--- config.mk ---
export PLATFORM = sky130hd
export DESIGN_NAME = discharge_gap_window_classifier
export DESIGN_NICKNAME = d
export VERILOG_FILES = /design/src/hdl/dgwc_pkg.sv /design/src/hdl/dgwc_sample_reg.sv /design/src/hdl/dgwc_window_core.sv /design/src/hdl/discharge_gap_window_classifier.sv
export SDC_FILE = /design/constraint.sdc
export NUM_CORES = 1
export LEC_CHECK = 0
export ABC_AREA = 1
export ABC_CLOCK_PERIOD_IN_PS = 4220
export BUFFER_PORTS_ARGS = -buffer_cell sky130_fd_sc_hd__buf_4
export CAP_MARGIN = 20
export CELL_PAD_IN_SITES_DETAIL_PLACEMENT = 1
export CELL_PAD_IN_SITES_GLOBAL_PLACEMENT = 1
export CORE_ASPECT_RATIO = 1.75
export CORE_MARGIN = 1
export CORE_UTILIZATION = 42
export DETAILED_ROUTE_END_ITERATION = 8
export PLACE_DENSITY_LB_ADDON = 0.1
export SYNTH_ARGS = -nofsm -noshare
export SYNTH_HDL_FRONTEND = slang
export SYNTH_SLANG_ARGS = --single-unit
--- constraint.sdc ---
create_clock -name clock -period 4.22 [get_ports clock]
set_clock_uncertainty 0.2 [all_clocks]
set_input_delay 0.844 -clock clock [delete_from_list [all_inputs] [get_ports clock]]
set_output_delay 0.844 -clock clock [all_outputs]
set_load 0.03 [all_outputs]
--- src/hdl/dgwc_pkg.sv ---
// ----------------------------------------------------------------------------
// dgwc_pkg
// Types and constants for the discharge gap window classifier.
// ----------------------------------------------------------------------------
`default_nettype none

package dgwc_pkg;

   localparam int unsigned TALLY_WIDTH_DEFAULT = 16;
   localparam int unsigned WINDOW_WIDTH        = 16;
   localparam logic [WINDOW_WIDTH-1:0] WINDOW_RESET = 16'd1000;

   localparam int unsigned CSR_ADDR_WIDTH = 3;
   localparam int unsigned CSR_DATA_WIDTH = 32;
   localparam logic        REG_WINDOW_LENGTH = 1'b0;

   // sense code = {not_short_bit, open_bit}
   localparam logic [1:0] CODE_OPEN    = 2'b00;
   localparam logic [1:0] CODE_INVALID = 2'b01;
   localparam logic [1:0] CODE_ARC     = 2'b10;
   localparam logic [1:0] CODE_SHORT   = 2'b11;

   typedef enum logic [1:0] {
      CLASS_OPEN  = 2'd0,
      CLASS_ARC   = 2'd1,
      CLASS_SHORT = 2'd2
   } class_type;

   typedef struct packed {
      logic not_short_bit;
      logic open_bit;
   } sample_type;

   typedef struct packed {
      class_type gap_state;
      logic      window_done;
      logic      invalid_sample;
   } result_type;

endpackage

`default_nettype wire

--- src/hdl/dgwc_sample_reg.sv ---
// ----------------------------------------------------------------------------
// dgwc_sample_reg
// Input register stage for sense samples with pass-through flow control.
// ----------------------------------------------------------------------------
`default_nettype none

module dgwc_sample_reg (
   input  wire logic                clock,
   input  wire logic                reset,
   input  wire logic                in_valid,
   output logic                     in_ready,
   input  wire dgwc_pkg::sample_type in_sample,
   output logic                     out_valid,
   input  wire logic                out_ready,
   output dgwc_pkg::sample_type     out_sample
);
   import dgwc_pkg::*;

   logic       valid_ff;
   logic       valid_in;
   sample_type sample_ff;

   assign in_ready = !valid_ff || out_ready;

   always_comb begin
      valid_in = valid_ff;
      if (in_ready) begin
         valid_in = in_valid;
      end
   end

   always_ff @(posedge clock) begin
      if (reset) begin
         valid_ff <= 1'b0;
      end else begin
         valid_ff <= valid_in;
      end
   end

   always_ff @(posedge clock) begin
      if (in_valid && in_ready) begin
         sample_ff <= in_sample;
      end
   end

   assign out_valid  = valid_ff;
   assign out_sample = sample_ff;

endmodule

`default_nettype wire

--- src/hdl/dgwc_window_core.sv ---
// ----------------------------------------------------------------------------
// dgwc_window_core
// Window tallies, class decision and result register.
// ----------------------------------------------------------------------------
`default_nettype none

module dgwc_window_core #(
   parameter int unsigned TALLY_WIDTH = dgwc_pkg::TALLY_WIDTH_DEFAULT
) (
   input  wire logic                                 clock,
   input  wire logic                                 reset,
   input  wire logic [dgwc_pkg::WINDOW_WIDTH-1:0]    window_length,
   input  wire logic                                 s_valid,
   output logic                                      s_ready,
   input  wire dgwc_pkg::sample_type                 s_sample,
   output logic                                      rsp_valid,
   input  wire logic                                 rsp_ready,
   output dgwc_pkg::result_type                      rsp_result
);
   import dgwc_pkg::*;

   localparam logic [TALLY_WIDTH-1:0] TALLY_ONE = TALLY_WIDTH'(1);

   logic [WINDOW_WIDTH-1:0] tick_count_ff,  tick_count_in;
   logic [TALLY_WIDTH-1:0]  open_tally_ff,  open_tally_in;
   logic [TALLY_WIDTH-1:0]  arc_tally_ff,   arc_tally_in;
   logic [TALLY_WIDTH-1:0]  short_tally_ff, short_tally_in;
   class_type               class_ff,       class_in;
   logic                    valid_ff,       valid_in;
   result_type              result_ff,      result_in;

   logic [1:0]              code;
   logic [WINDOW_WIDTH-1:0] tick_next;
   logic [TALLY_WIDTH-1:0]  open_next, arc_next, short_next;
   logic                    invalid;
   logic                    close;
   logic                    advance;

   assign s_ready = !valid_ff || rsp_ready;
   assign advance = s_valid && s_ready;
   assign code    = {s_sample.not_short_bit, s_sample.open_bit};

   always_comb begin
      open_next  = open_tally_ff;
      arc_next   = arc_tally_ff;
      short_next = short_tally_ff;
      invalid    = 1'b0;
      case (code)
         CODE_OPEN: begin
            if (open_tally_ff != '1) open_next = open_tally_ff + TALLY_ONE;
         end
         CODE_ARC: begin
            if (arc_tally_ff != '1) arc_next = arc_tally_ff + TALLY_ONE;
         end
         CODE_SHORT: begin
            if (short_tally_ff != '1) short_next = short_tally_ff + TALLY_ONE;
         end
         default: begin
            invalid = 1'b1;
         end
      endcase

      tick_next = tick_count_ff + WINDOW_WIDTH'(1);
      close     = (tick_next >= window_length);

      tick_count_in  = tick_next;
      open_tally_in  = open_next;
      arc_tally_in   = arc_next;
      short_tally_in = short_next;
      class_in       = class_ff;
      if (close) begin
         // ties: arc, then short, then open
         if (arc_next >= open_next && arc_next >= short_next) begin
            class_in = CLASS_ARC;
         end else if (short_next >= open_next) begin
            class_in = CLASS_SHORT;
         end else begin
            class_in = CLASS_OPEN;
         end
         tick_count_in  = '0;
         open_tally_in  = '0;
         arc_tally_in   = '0;
         short_tally_in = '0;
      end

      result_in.gap_state      = class_in;
      result_in.window_done    = close;
      result_in.invalid_sample = invalid;

      valid_in = valid_ff && !rsp_ready;
      if (advance) begin
         valid_in = 1'b1;
      end
   end

   always_ff @(posedge clock) begin
      if (reset) begin
         tick_count_ff  <= '0;
         open_tally_ff  <= '0;
         arc_tally_ff   <= '0;
         short_tally_ff <= '0;
         class_ff       <= CLASS_OPEN;
         valid_ff       <= 1'b0;
      end else begin
         valid_ff <= valid_in;
         if (advance) begin
            tick_count_ff  <= tick_count_in;
            open_tally_ff  <= open_tally_in;
            arc_tally_ff   <= arc_tally_in;
            short_tally_ff <= short_tally_in;
            class_ff       <= class_in;
         end
      end
   end

   always_ff @(posedge clock) begin
      if (advance) begin
         result_ff <= result_in;
      end
   end

   assign rsp_valid  = valid_ff;
   assign rsp_result = result_ff;

endmodule

`default_nettype wire

--- src/hdl/discharge_gap_window_classifier.sv ---
// ----------------------------------------------------------------------------
// discharge_gap_window_classifier
// Classifies discharge gap sense samples over a programmable tick window.
//
// req_*: one sense sample per transfer, tdata[0] open_bit, tdata[1]
//   not_short_bit. rsp_*: one result per sample, tdata[1:0] gap_state,
//   tlast window_done, tuser invalid_sample.
// csr_*: APB-style port, window_length at byte address 0, pready always high.
//   Write only while the stream is idle.
// Path: a transferred sample passes the input register, then the
//   tally/decision logic into the result register, before its result
//   is offered on rsp_*.
// Throughput: one sample per cycle while rsp_tready stays high; tally
//   update and three-way compare are combinational.
// Reset: tallies, tick count and both stage valids clear, state goes to open,
//   window_length returns to 1000.
// Stall: while rsp_tready is low the result register holds; one more sample
//   fills the input register, then req_tready drops.
// ----------------------------------------------------------------------------
`default_nettype none

module discharge_gap_window_classifier #(
   parameter int unsigned TALLY_WIDTH = dgwc_pkg::TALLY_WIDTH_DEFAULT
) (
   input  wire logic                                 clock,
   input  wire logic                                 reset,
   input  wire logic                                 req_tvalid,
   output logic                                      req_tready,
   input  wire logic [7:0]                           req_tdata,   // open_bit, not_short_bit
   output logic                                      rsp_tvalid,
   input  wire logic                                 rsp_tready,
   output logic [7:0]                                rsp_tdata,   // gap_state[1:0]
   output logic                                      rsp_tlast,   // window_done
   output logic                                      rsp_tuser,   // invalid_sample
   input  wire logic                                 csr_psel,
   input  wire logic                                 csr_penable,
   input  wire logic                                 csr_pwrite,
   input  wire logic [dgwc_pkg::CSR_ADDR_WIDTH-1:0]  csr_paddr,
   input  wire logic [dgwc_pkg::CSR_DATA_WIDTH-1:0]  csr_pwdata,
   output logic [dgwc_pkg::CSR_DATA_WIDTH-1:0]       csr_prdata,
   output logic                                      csr_pready
);
   import dgwc_pkg::*;

   logic [WINDOW_WIDTH-1:0] window_length_ff;
   logic                    csr_index;
   logic                    csr_write;
   sample_type              req_sample;
   sample_type              s_sample;
   logic                    s_valid;
   logic                    s_ready;
   result_type              result;

   assign csr_pready = 1'b1;
   assign csr_index  = csr_paddr[CSR_ADDR_WIDTH-1];
   assign csr_write  = csr_psel && csr_penable && csr_pwrite && csr_pready;

   always_ff @(posedge clock) begin
      if (reset) begin
         window_length_ff <= WINDOW_RESET;
      end else if (csr_write && csr_index == REG_WINDOW_LENGTH) begin
         window_length_ff <= csr_pwdata[WINDOW_WIDTH-1:0];
      end
   end

   always_comb begin
      csr_prdata = '0;
      if (csr_index == REG_WINDOW_LENGTH) begin
         csr_prdata = CSR_DATA_WIDTH'(window_length_ff);
      end
   end

   assign req_sample.open_bit      = req_tdata[0];
   assign req_sample.not_short_bit = req_tdata[1];

   dgwc_sample_reg u_sample_reg (
      .clock      (clock),
      .reset      (reset),
      .in_valid   (req_tvalid),
      .in_ready   (req_tready),
      .in_sample  (req_sample),
      .out_valid  (s_valid),
      .out_ready  (s_ready),
      .out_sample (s_sample)
   );

   dgwc_window_core #(
      .TALLY_WIDTH (TALLY_WIDTH)
   ) u_window_core (
      .clock         (clock),
      .reset         (reset),
      .window_length (window_length_ff),
      .s_valid       (s_valid),
      .s_ready       (s_ready),
      .s_sample      (s_sample),
      .rsp_valid     (rsp_tvalid),
      .rsp_ready     (rsp_tready),
      .rsp_result    (result)
   );

   assign rsp_tdata = {6'b0, result.gap_state};
   assign rsp_tlast = result.window_done;
   assign rsp_tuser = result.invalid_sample;

endmodule

`default_nettype wire

==> results of run 1 <==
[registers in the layout, indices dropped and copies added, names as in the netlist]
| name | cells |
|---|---|
| u_window_core.short_tally_ff | 16 |
| u_window_core.arc_tally_ff | 16 |
| u_window_core.open_tally_ff | 16 |
| u_window_core.tick_count_ff | 16 |
| u_sample_reg.out_valid | 1 |
| u_window_core.rsp_result | 4 |
| u_sample_reg.out_sample | 2 |
| u_window_core.rsp_valid | 1 |
| window_length_ff | 16 |
| u_window_core.class_ff | 2 |
[what timing repair did]
| item | in CTS | in global routing |
|---|---|---|
| gates resized for setup | 0 | 5 |
| setup endpoints to repair | 0 | 68 |
| buffers inserted | 0 | 4 |
[final cells by class]
| cell class | count | area [um2] | area share, % |
|---|---|---|---|
| clock buffers | 11 | 243 | 3.48 |
| clock inverters | 5 | 62.6 | 0.897 |
| inverters | 93 | 349 | 5.01 |
| multi-input cells | 630 | 3790 | 54.4 |
| flip-flops and latches | 90 | 1860 | 26.7 |
| well taps | 180 | 225 | 3.23 |
| repair buffers | 57 | 440 | 6.32 |
[cell families after synthesis]
logic type / count (synthesis)
fa+ha+maj: 65
flops: 90
other cells: 2
compound gates: 134
buf+inv: 143
xor+xnor: 55
simple gates: 353
[report_power, final]
part	internal, mW	total, mW	switching (mW)
registers	0.872	0.880	0.00782
logic	0.0611	0.214	0.153
clock network	0.479	0.840	0.361
total	1.41	1.93	0.522
[worst min-delay path, stage by stage (launching register included)]
cell and delay (ps):
dfxtp_1 310, nand2_1 60, a21oi_1 60
[layer usage]
| metal | part of all wire, % | up-vias | global-route usage, % | wire (um) |
|---|---|---|---|---|
| met5 | 0 | - | 0 | 0 |
| met4 | 1.8 | 0 | 6.92 | 311 |
| met3 | 1.6 | 14 | 2.29 | 272 |
| met2 | 61 | 52 | 49.5 | 10300 |
| met1 | 36 | 2683 | 21.7 | 6140 |
| li1 | - | 2781 | - | - |
[through the flow]
step	utilization, %	setup slack, ps	TNS [ps]	area (um2)
after detailed placement	46.0	74.4	0	6610
final	48.5	314	0	6970
after CTS	48.1	12.1	0	6920
after floorplan	-	841	0	6250
after global routing	48.5	-42.6	-240	6970
after global placement	46.0	159	0	6610
[worst max-delay path by stage]
| stage | slack (ps) | start | cells after the start | to |
|---|---|---|---|---|
| 5_1_grt | -40 | u_window_core.tick_count_ff[0]$_SDFFE_PP0P_ | 21 | u_window_core.open_tally_ff[14]$_SDFFE_PP0P_ |
| 2_1_floorplan | 840 | u_window_core.tick_count_ff[0]$_SDFFE_PP0P_ | 21 | u_window_core.open_tally_ff[15]$_SDFFE_PP0P_ |
| 3_5_place_dp | 70 | u_window_core.tick_count_ff[0]$_SDFFE_PP0P_ | 21 | u_window_core.open_tally_ff[14]$_SDFFE_PP0P_ |
| 3_3_place_gp | 160 | u_window_core.tick_count_ff[0]$_SDFFE_PP0P_ | 21 | u_window_core.open_tally_ff[7]$_SDFFE_PP0P_ |
| 6_report | 310 | u_window_core.tick_count_ff[0]$_SDFFE_PP0P_ | 21 | u_window_core.open_tally_ff[14]$_SDFFE_PP0P_ |
| 4_1_cts | 10 | u_window_core.tick_count_ff[0]$_SDFFE_PP0P_ | 21 | u_window_core.open_tally_ff[14]$_SDFFE_PP0P_ |
[placed cells by master, fill, tap and decap left out, drive strengths merged, types with 2 or more instances in the layout]
cell type,count
dfxtp,84
nor2,132
o211ai,7
clkinv,2
nand2,167
ha,65
a211oi,6
nor3b,2
a21oi,66
xnor2,15
conb,23
nand4,12
nand3,23
o21ai,17
inv,93
clkbuf,11
edfxtp,6
o221a,3
clkinvlp,2
xor2,40
buf,57
a22oi,34
nor3,13
==> results.py, run 1 <==
metrics = {
    "synth": {
        "synth_compound_area_share_pct": 13.2,
        "yosys.area_share.simple_pct": 25.1,
        "synth-xor-area-share_pct": 7.93,
        "ys_async_sr_fraction_pct": 0,
        "synth_top_area_cell": "dfxtp_1",
        "synth_top_cell_area_share_pct": 27.3,
        "synth_seq_cells": 90,
        "syn_inst": 842,
        "synth_edf_count": 6,
        "synth_top_family_by_area": "simple AND/OR/NAND/NOR gates",
        "yosysUniqueCellTypes": 39,
        "synth_area_um2": 6170,
        "ys_warn_count": 0,
        "synth_flop_cell": "dfxtp_1",
        "synthMuxAreaShare_pct": 0,
        "avgSynthCellArea_um2": 7.33,
        "synth_seq_area_share_pct": 30.2,
        "synth_fa_ha_area_share_pct": 13.2,
        "ys_top_cells_by_area": "dfxtp_1, ha_1, nand2_1",
        "synth_most_common_cell": "nand2_1",
        "ys_top_cells_by_count": "nand2_1, nor2_1, inv_1",
    },
    "worst_setup_path": {
        "cp_cell_sequence": "ha_1 > nand3_1 > nor3b_2 > nand3_2 > nor3b_2 > nand3_1 > nor2_1 > xor2_1 > ha_1 > nand2_1 > inv_1 > nand3_1 > inv_1 > a21oi_2 > nand3_4 > nor2_4 > clkinv_1 > buf_4 > nor2_1 > a21oi_1 > nor2_1",
        "critPathCaptureType": "flip-flop",
        "reg2reg_setup_slack_ps": 310,
        "crit_fanout": 9,
        "cp.required_ps": 4290,
        "path_buf_inv": 4,
        "cp-start-kind": "flip-flop",
        "rr_worst_depth": 21,
        "crit_type": "flip-flop to flip-flop",
        "rr_endpoint": "u_window_core.open_tally_ff[14]$_SDFFE_PP0P_",
        "crit_slowest_cell": "dfxtp_1",
        "critPathArrivalTime_ps": 3980,
        "critPathMaxStageDelay_ps": 390,
        "worst_path_dominant_cell_family": "simple AND/OR/NAND/NOR gates",
        "r2r_start": "u_window_core.tick_count_ff[0]$_SDFFE_PP0P_",
    },
    "timing": {
        "slew_viol_final": 0,
        "period_share_pct": 92.6,
        "hold_violations": 0,
        "fin_hold_ws_ps": 271,
        "tightest_slew_ps": 730,
        "finalCriticalPeriod_ps": 3910,
        "slew_headroom_pct": 51.3,
        "finalSetupViolations": 0,
        "max_freq_mhz": 256,
    },
    "global_routing": {
        "grt_max_degree": 68,
        "antenna_found_initial": 0,
        "first_global_vias": 5827,
        "track_usage_pct": 23.1,
        "grt_pass1_wl_mm": 27.3,
        "grt_overflow_total": 0,
    },
    "pwr": {
        "p_leak_nw": 3.22,
        "p_per_area_nw_per_um2": 277,
        "p_total_mw": 1.93,
        "vdd_ir_drop_max_mv": 0.176,
    },
    "flow_run": {
        "maxCapViolCount": 0,
    },
    "clock_tree": {
        "cts_hold_buf": 0,
        "cts_max_level": 3,
        "clock_latency_ps": 350,
        "cts.sinks": 90,
        "cts_made_buffers": 9,
        "cts.path.max_buffers": 2,
        "tritoncts": "yes",
        "cts_root_buf": "clkbuf_16",
        "clk_pin_slew_ps": 70,
    },
    "die": {
        "initial_core_util_pct": 42.9,
        "coreArea_um2": 14400,
        "die_w_um": 93.6,
        "ios": 95,
        "floorplan.rows": 58,
        "die-area_um2": 15200,
        "die_h_um": 162,
    },
    "final_layout": {
        "area_growth_pct": 13.1,
        "nets": 996,
        "diodes": 0,
        "fillerInstances": 1874,
        "finalNonFillerCells": 1066,
        "drive_gt1_share_pct": 13.2,
    },
    "routing": {
        "routed-via-count": 5530,
        "wirelength_mm": 17.0,
        "via_per_inst": 5.19,
        "drc": 0,
        "drt_first_pass_iters": 4,
        "drt.antenna.violating_nets": 0,
        "wl_per_cell_um": 16.0,
        "drt_iter0_markers": 167,
    },
    "worst_hold_path": {
        "hold-path-cell-count": 2,
        "hold_path_end": "u_window_core.tick_count_ff[8]$_SDFFE_PP0P_",
        "hold_class": "flip-flop to flip-flop",
        "min_from": "u_window_core.tick_count_ff[8]$_SDFFE_PP0P_",
    },
    "place": {
        "numPortBuffers": 47,
        "dp_hpwl_mm": 13.3,
        "dp_cells": 1046,
        "place_congestion": 0.782,
    },
    "outcome": {
        "status": "finished clean",
    },
}
Power figures use the tool's default switching activity.
==> run 2: changes to the inputs <==
--- a/config.mk
+++ b/config.mk
@@ -5,7 +5,6 @@
 export SDC_FILE = /design/constraint.sdc
 export NUM_CORES = 1
 export LEC_CHECK = 0
-export ABC_AREA = 1
 export ABC_CLOCK_PERIOD_IN_PS = 4220
 export BUFFER_PORTS_ARGS = -buffer_cell sky130_fd_sc_hd__buf_4
 export CAP_MARGIN = 20
@@ -13,9 +12,11 @@
 export CELL_PAD_IN_SITES_GLOBAL_PLACEMENT = 1
 export CORE_ASPECT_RATIO = 1.75
 export CORE_MARGIN = 1
-export CORE_UTILIZATION = 42
+export CORE_UTILIZATION = 43
 export DETAILED_ROUTE_END_ITERATION = 8
 export PLACE_DENSITY_LB_ADDON = 0.1
+export RECOVER_POWER = 25
+export SETUP_SLACK_MARGIN = 0.15
 export SYNTH_ARGS = -nofsm -noshare
 export SYNTH_HDL_FRONTEND = slang
 export SYNTH_SLANG_ARGS = --single-unit
==> run 2 against run 1 <==
Compared with the run above:
- the flow now finishes with violations (capacitance limit, slew limit)
- largest power group unchanged
- combinational power fell by 14%
- sequential power down 0.6%
- clock power fell by 4.0%
- worst setup slack got worse by 99 ps
- non-clock buffer count rose by 31
- die area rose by 4.1%
==> results.py, run 2 <==
metrics = {
    "outcome": {
        "status": "finished, violations left",
        "failed_checks": "capacitance limit, slew limit",
    },
    "die": {
        "ios": 95,
        "floorplan.rows": 59,
        "die-area_um2": 15800,
        "coreArea_um2": 14900,
        "die_w_um": 95.5,
        "die_h_um": 166,
        "initial_core_util_pct": 44.1,
    },
    "timing": {
        "setup_tns_ps": 0,
        "fin_hold_ws_ps": 259,
        "tightest_slew_ps": 1920,
        "slew_headroom_pct": -27.8,
        "max_freq_mhz": 250,
        "hold_violations": 0,
        "finalSetupViolations": 0,
        "period_share_pct": 94.9,
        "finalCriticalPeriod_ps": 4010,
        "rsz0062_at_grt": "true",
        "slew_viol_final": 85,
        "layout_setup_ws_ps": 215,
    },
    "routing": {
        "wl_per_cell_um": 18.9,
        "drt.antenna.violating_nets": 0,
        "drt_first_pass_iters": 4,
        "routed-via-count": 6200,
        "wirelength_mm": 20.5,
        "via_per_inst": 5.71,
        "drc": 0,
        "drt_iter0_markers": 162,
    },
    "synth": {
        "ys_top_cells_by_area": "dfxtp_1, ha_1, a21oi_1",
        "synth_area_um2": 6580,
        "syn_inst": 844,
        "synth_seq_cells": 90,
        "synth_seq_area_share_pct": 28.3,
        "synth_top_cell_area_share_pct": 25.6,
        "avgSynthCellArea_um2": 7.80,
        "ys_warn_count": 0,
        "ys_async_sr_fraction_pct": 0,
        "synth_flop_cell": "dfxtp_1",
        "yosysUniqueCellTypes": 54,
        "ys_top_cells_by_count": "a21oi_1, dfxtp_1, nor2_1",
        "synth_most_common_cell": "a21oi_1",
        "synth_top_area_cell": "dfxtp_1",
        "synth_edf_count": 6,
    },
    "pwr": {
        "p_per_area_nw_per_um2": 244,
        "combPwrFrac_pct": 9.9,
        "p_total_mw": 1.87,
        "vdd_ir_drop_max_mv": 0.159,
        "switching_share_pct": 28.3,
        "power.internal_mw": 1.34,
        "p_leak_nw": 3.24,
        "p_sw_mw": 0.529,
        "clkPwrFrac_pct": 43.2,
        "seqPwrFrac_pct": 46.9,
    },
    "final_layout": {
        "diodes": 0,
        "nets": 1013,
        "finalNonFillerCells": 1086,
        "final_cell_mix": "a21oi_1, dfxtp_1, buf_4",
        "layout_commonest_cell": "a21oi_1",
        "area_growth_pct": 16.0,
        "final_util_pct": 51.2,
        "drive_gt1_share_pct": 15.7,
        "fin_area_um2": 7640,
    },
    "clock_tree": {
        "cts.path.max_buffers": 2,
        "clock_latency_ps": 350,
        "cts_root_buf": "clkbuf_16",
        "cts_max_level": 3,
        "tritoncts": "yes",
        "clk_pin_slew_ps": 70,
        "cts.sinks": 90,
        "cts_made_buffers": 9,
    },
    "place": {
        "place_ws_ps": 81.2,
        "dp_cells": 1067,
        "dp_hpwl_mm": 15.7,
        "post_dp_cell_area_um2": 7220,
        "numPortBuffers": 47,
        "place_congestion": 0.885,
    },
    "worst_hold_path": {
        "hold_class": "flip-flop to flip-flop",
        "hold-path-cell-count": 2,
    },
    "global_routing": {
        "grt_overflow_total": 0,
        "antenna_found_initial": 0,
        "track_usage_pct": 26.9,
        "grt_pass1_wl_mm": 32.9,
        "grt_max_degree": 85,
        "first_global_vias": 6781,
    },
    "worst_setup_path": {
        "cp.required_ps": 4270,
        "rr_worst_depth": 15,
        "cp-start-kind": "flip-flop",
        "critPathMaxStageDelay_ps": 430,
        "crit_fanout": 6,
        "cp.depth": 15,
        "critPathArrivalTime_ps": 4050,
        "crit_slowest_cell": "dfxtp_1",
        "path_buf_inv": 1,
        "crit_type": "flip-flop to flip-flop",
        "critPathCaptureType": "flip-flop",
        "cp_cell_sequence": "ha_1 > nand3_1 > nor2_1 > o21a_1 > nand3_1 > xnor2_2 > ha_1 > nor2b_1 > o21ai_0 > o21ai_0 > a21oi_1 > a32oi_2 > buf_4 > or3_1 > a21oi_2",
        "worst_path_dominant_cell_family": "simple AND/OR/NAND/NOR gates",
    },
    "flow_run": {
        "maxCapViolCount": 1,
    },
}
-- run 2: area by class of cell --
class | instances | area (um2)
sequential | 90 | 1860
inverter | 37 | 139
fill | 1859 | 7270
multi-input combinational | 672 | 4440
clock inverter | 7 | 60.1
clock buffer | 9 | 225
tap | 183 | 229
timing repair buffer | 88 | 677
-- run 2: cells by family (layout without fill, tap and decap cells) --
| group | count (synthesis) | after routing | synth area share (%) |
|---|---|---|---|
| AOI/OAI and AO/OA | 204 | 204 | 18.0 |
| xor gates and xnor gates | 60 | 60 | 7.98 |
| adders and majority gates | 65 | 65 | 12.4 |
| buffers and inverters | 103 | 141 | 7.41 |
| DFF | 90 | 90 | 28.3 |
| muxes | 4 | 4 | 0.646 |
| other | 2 | 23 | 0.114 |
| and+or+nand+nor | 316 | 316 | 25.2 |
-- run 2: final timing paths --
path | from | end | slack [ps]
worst min-delay path | window_length_ff[12]$_SDFFE_PP0P_ | window_length_ff[12]$_SDFFE_PP0P_ | 260
worst max register to register | u_window_core.arc_tally_ff[0]$_SDFFE_PP0P_ | u_window_core.class_ff[1]$_SDFFE_PP0P_ | 210
worst min register to register | window_length_ff[12]$_SDFFE_PP0P_ | window_length_ff[12]$_SDFFE_PP0P_ | 260
worst max-delay path | u_window_core.arc_tally_ff[0]$_SDFFE_PP0P_ | u_window_core.class_ff[1]$_SDFFE_PP0P_ | 210
-- run 2: worst register-to-register path, delay by kind of cell, from the launching register on --
family,cells,cell delay [ps]
buffers and inverters,1,170
adders and majority gates,2,550
AOI/OAI and AO/OA,6,1100
and+or+nand+nor,5,1120
xor gates and xnor gates,1,350
DFF,1,430
-- run 2: power groups by stage --
stage               Clock (mW)  Combinational, mW  Sequential [mW]
finish                   0.806              0.185            0.875
global route             0.855              0.200            0.876
CTS                      0.826              0.187            0.875
detailed placement           0              0.186            0.895
global placement             0              0.181            0.894
floorplan                    0              0.126            0.898
-- run 2: repair_timing --
item | CTS | global route
setup endpoints to repair | 3 | 46
setup buffers | 0 | 3
pin swaps | 0 | 2
gates resized for setup | 9 | 18
hold buffers | 0 | 0
-- run 2: per-layer routing --
layer / part of all wire [%] / track usage [%]
met1: 35 / 25.0
met5: 0 / 0
met2: 57 / 53.0
met4: 5.2 / 14.9
met3: 2.1 / 3.67
==> run 3: changes to the inputs <==
--- a/config.mk
+++ b/config.mk
@@ -10,13 +10,14 @@
 export CAP_MARGIN = 20
 export CELL_PAD_IN_SITES_DETAIL_PLACEMENT = 1
 export CELL_PAD_IN_SITES_GLOBAL_PLACEMENT = 1
-export CORE_ASPECT_RATIO = 1.75
+export CORE_ASPECT_RATIO = 0.75
 export CORE_MARGIN = 1
 export CORE_UTILIZATION = 43
 export DETAILED_ROUTE_END_ITERATION = 8
-export PLACE_DENSITY_LB_ADDON = 0.1
+export PLACE_DENSITY_LB_ADDON = 0.15
 export RECOVER_POWER = 25
 export SETUP_SLACK_MARGIN = 0.15
+export SLEW_MARGIN = 5
 export SYNTH_ARGS = -nofsm -noshare
 export SYNTH_HDL_FRONTEND = slang
 export SYNTH_SLANG_ARGS = --single-unit
==> run 3 against run 2 <==
Compared with the run above:
- the flow still finishes with violations (capacitance limit, slew limit)
- total power increased by 1.9%
- non-clock buffer count decreased by 3
- flip-flop and latch count stayed put
- clock power is 3.7% higher
- critical path depth is 3 higher
- global-route usage rose by 0.81 points
- largest power group unchanged
- register-to-register slack improved by 80 ps
- combinational power up 3%
- die area hardly changed
==> results.py, run 3 (synthesis results as in run 2) <==
metrics = {
    "routing": {
        "drt_iter0_markers": 354,
        "routed-via-count": 6306,
        "via_per_inst": 5.73,
        "drc": 0,
        "wirelength_mm": 21.2,
        "drt_first_pass_iters": 4,
        "wl_per_cell_um": 19.3,
        "drt.antenna.violating_nets": 0,
    },
    "timing": {
        "fin_hold_ws_ps": 257,
        "layout_setup_ws_ps": 299,
        "hold_violations": 0,
        "slew_headroom_pct": -31.1,
        "tightest_slew_ps": 1970,
        "max_freq_mhz": 255,
        "finalCriticalPeriod_ps": 3920,
        "slew_viol_final": 85,
        "period_share_pct": 92.9,
        "finalSetupViolations": 0,
        "rsz0062_at_grt": "false",
        "setup_tns_ps": 0,
    },
    "worst_setup_path": {
        "critPathCaptureType": "flip-flop",
        "cp-start-kind": "flip-flop",
        "critPathArrivalTime_ps": 3980,
        "crit_type": "flip-flop to flip-flop",
        "cp.required_ps": 4280,
        "crit_fanout": 11,
    },
    "flow_run": {
        "maxCapViolCount": 1,
    },
    "final_layout": {
        "final_util_pct": 52.9,
        "area_growth_pct": 18.2,
        "nets": 1010,
        "layout_commonest_cell": "a21oi_1",
        "finalNonFillerCells": 1100,
        "diodes": 0,
        "fillerInstances": 1775,
        "drive_gt1_share_pct": 17.7,
        "final_cell_mix": "a21oi_1, dfxtp_1, buf_4",
    },
    "outcome": {
        "failed_checks": "capacitance limit, slew limit",
        "status": "finished, violations left",
    },
    "die": {
        "floorplan.rows": 38,
        "ios": 95,
        "coreArea_um2": 14700,
        "die_w_um": 145,
        "initial_core_util_pct": 44.8,
        "die_h_um": 109,
        "die-area_um2": 15800,
    },
    "pwr": {
        "p_leak_nw": 3.24,
        "p_sw_mw": 0.513,
        "vdd_ir_drop_max_mv": 0.186,
        "combPwrFrac_pct": 10.0,
        "power.internal_mw": 1.39,
        "switching_share_pct": 27.0,
        "p_per_area_nw_per_um2": 244,
        "clkPwrFrac_pct": 44.0,
        "seqPwrFrac_pct": 46.0,
    },
    "worst_hold_path": {
        "hold_class": "flip-flop to flip-flop",
    },
    "clock_tree": {
        "clk_pin_slew_ps": 70,
        "cts_max_level": 3,
        "tritoncts": "yes",
        "clock_latency_ps": 360,
        "cts_hold_buf": 0,
        "cts_made_buffers": 9,
        "cts.sinks": 90,
        "cts.path.max_buffers": 2,
        "cts_root_buf": "clkbuf_16",
    },
    "place": {
        "place_ws_ps": 7.40,
        "dp_hpwl_mm": 15.3,
        "dp_cells": 1075,
        "numPortBuffers": 47,
        "place_congestion": 0.833,
    },
    "global_routing": {
        "grt_overflow_total": 0,
        "grt_max_degree": 85,
        "track_usage_pct": 27.7,
        "antenna_found_initial": 0,
        "first_global_vias": 6354,
        "grt_pass1_wl_mm": 33.1,
    },
}
==> run 3: metal layers <==
layer	part of all wire [%]	global-route usage [%]
met5	0	0
met4	0.93	5.04
met3	5.2	7.03
met1	49	38.2
met2	45	43.8
==> run 3: cell type report <==
cell class | instances | area [um2] | share of cell area, %
tap | 200 | 250 | 3.22
timing repair buffer | 85 | 679 | 8.74
sequential | 90 | 1880 | 24.1
inverter | 37 | 144 | 1.85
clock inverter | 6 | 67.6 | 0.869
multi-input combinational | 672 | 4530 | 58.3
clock buffer | 10 | 229 | 2.94
==> run 3: through the flow <==
step	total power [mW]	area [um2]
final	1.90	7780
after global routing	1.98	7780
after CTS	1.91	7500
after detailed placement	1.08	7160
after global placement	1.07	7160
after floorplan	1.02	6660
==> run 3: power groups by stage <==
stage,Clock [mW],Combinational [mW],Sequential (mW)
2_1_floorplan,0,0.126,0.898
3_5_place_dp,0,0.183,0.895
3_3_place_gp,0,0.178,0.894
4_1_cts,0.856,0.184,0.875
6_report,0.836,0.190,0.875
5_1_grt,0.896,0.205,0.876
==> run 3: critical path, stage by stage (launching register included) <==
cell and delay, ps:
dfxtp_4 380, nand3_1 120, nor2_4 190, and3_4 220
and3_1 200, and3_4 240, nand3_1 120, xnor2_1 150
ha_1 320, nand4_1 170, a211oi_2 180, o21ai_0 130
o21ai_1 240, nor2_4 100, inv_6 120, buf_12 150
nand2_1 100, or3_1 360, a21oi_2 120
==> run 3: worst paths after layout <==
| check | startpoint | end | slack [ps] | cells after the start |
|---|---|---|---|---|
| setup / recovery | u_window_core.tick_count_ff[0]$_SDFFE_PP0P_ | u_window_core.class_ff[1]$_SDFFE_PP0P_ | 300 | 18 |
| hold / removal | window_length_ff[11]$_SDFFE_PP0P_ | window_length_ff[11]$_SDFFE_PP0P_ | 260 | 2 |
| setup reg to reg | u_window_core.tick_count_ff[0]$_SDFFE_PP0P_ | u_window_core.class_ff[1]$_SDFFE_PP0P_ | 300 | 18 |
| hold reg to reg | window_length_ff[11]$_SDFFE_PP0P_ | window_length_ff[11]$_SDFFE_PP0P_ | 260 | 2 |
==> run 3: timing repair <==
| item | 4_1_cts | 5_1_grt |
|---|---|---|
| pin swaps | 2 | 11 |
| resized for setup | 12 | 56 |
| buffers inserted | 1 | 6 |
| cloned | 0 | 2 |
| setup endpoints to repair | 36 | 63 |
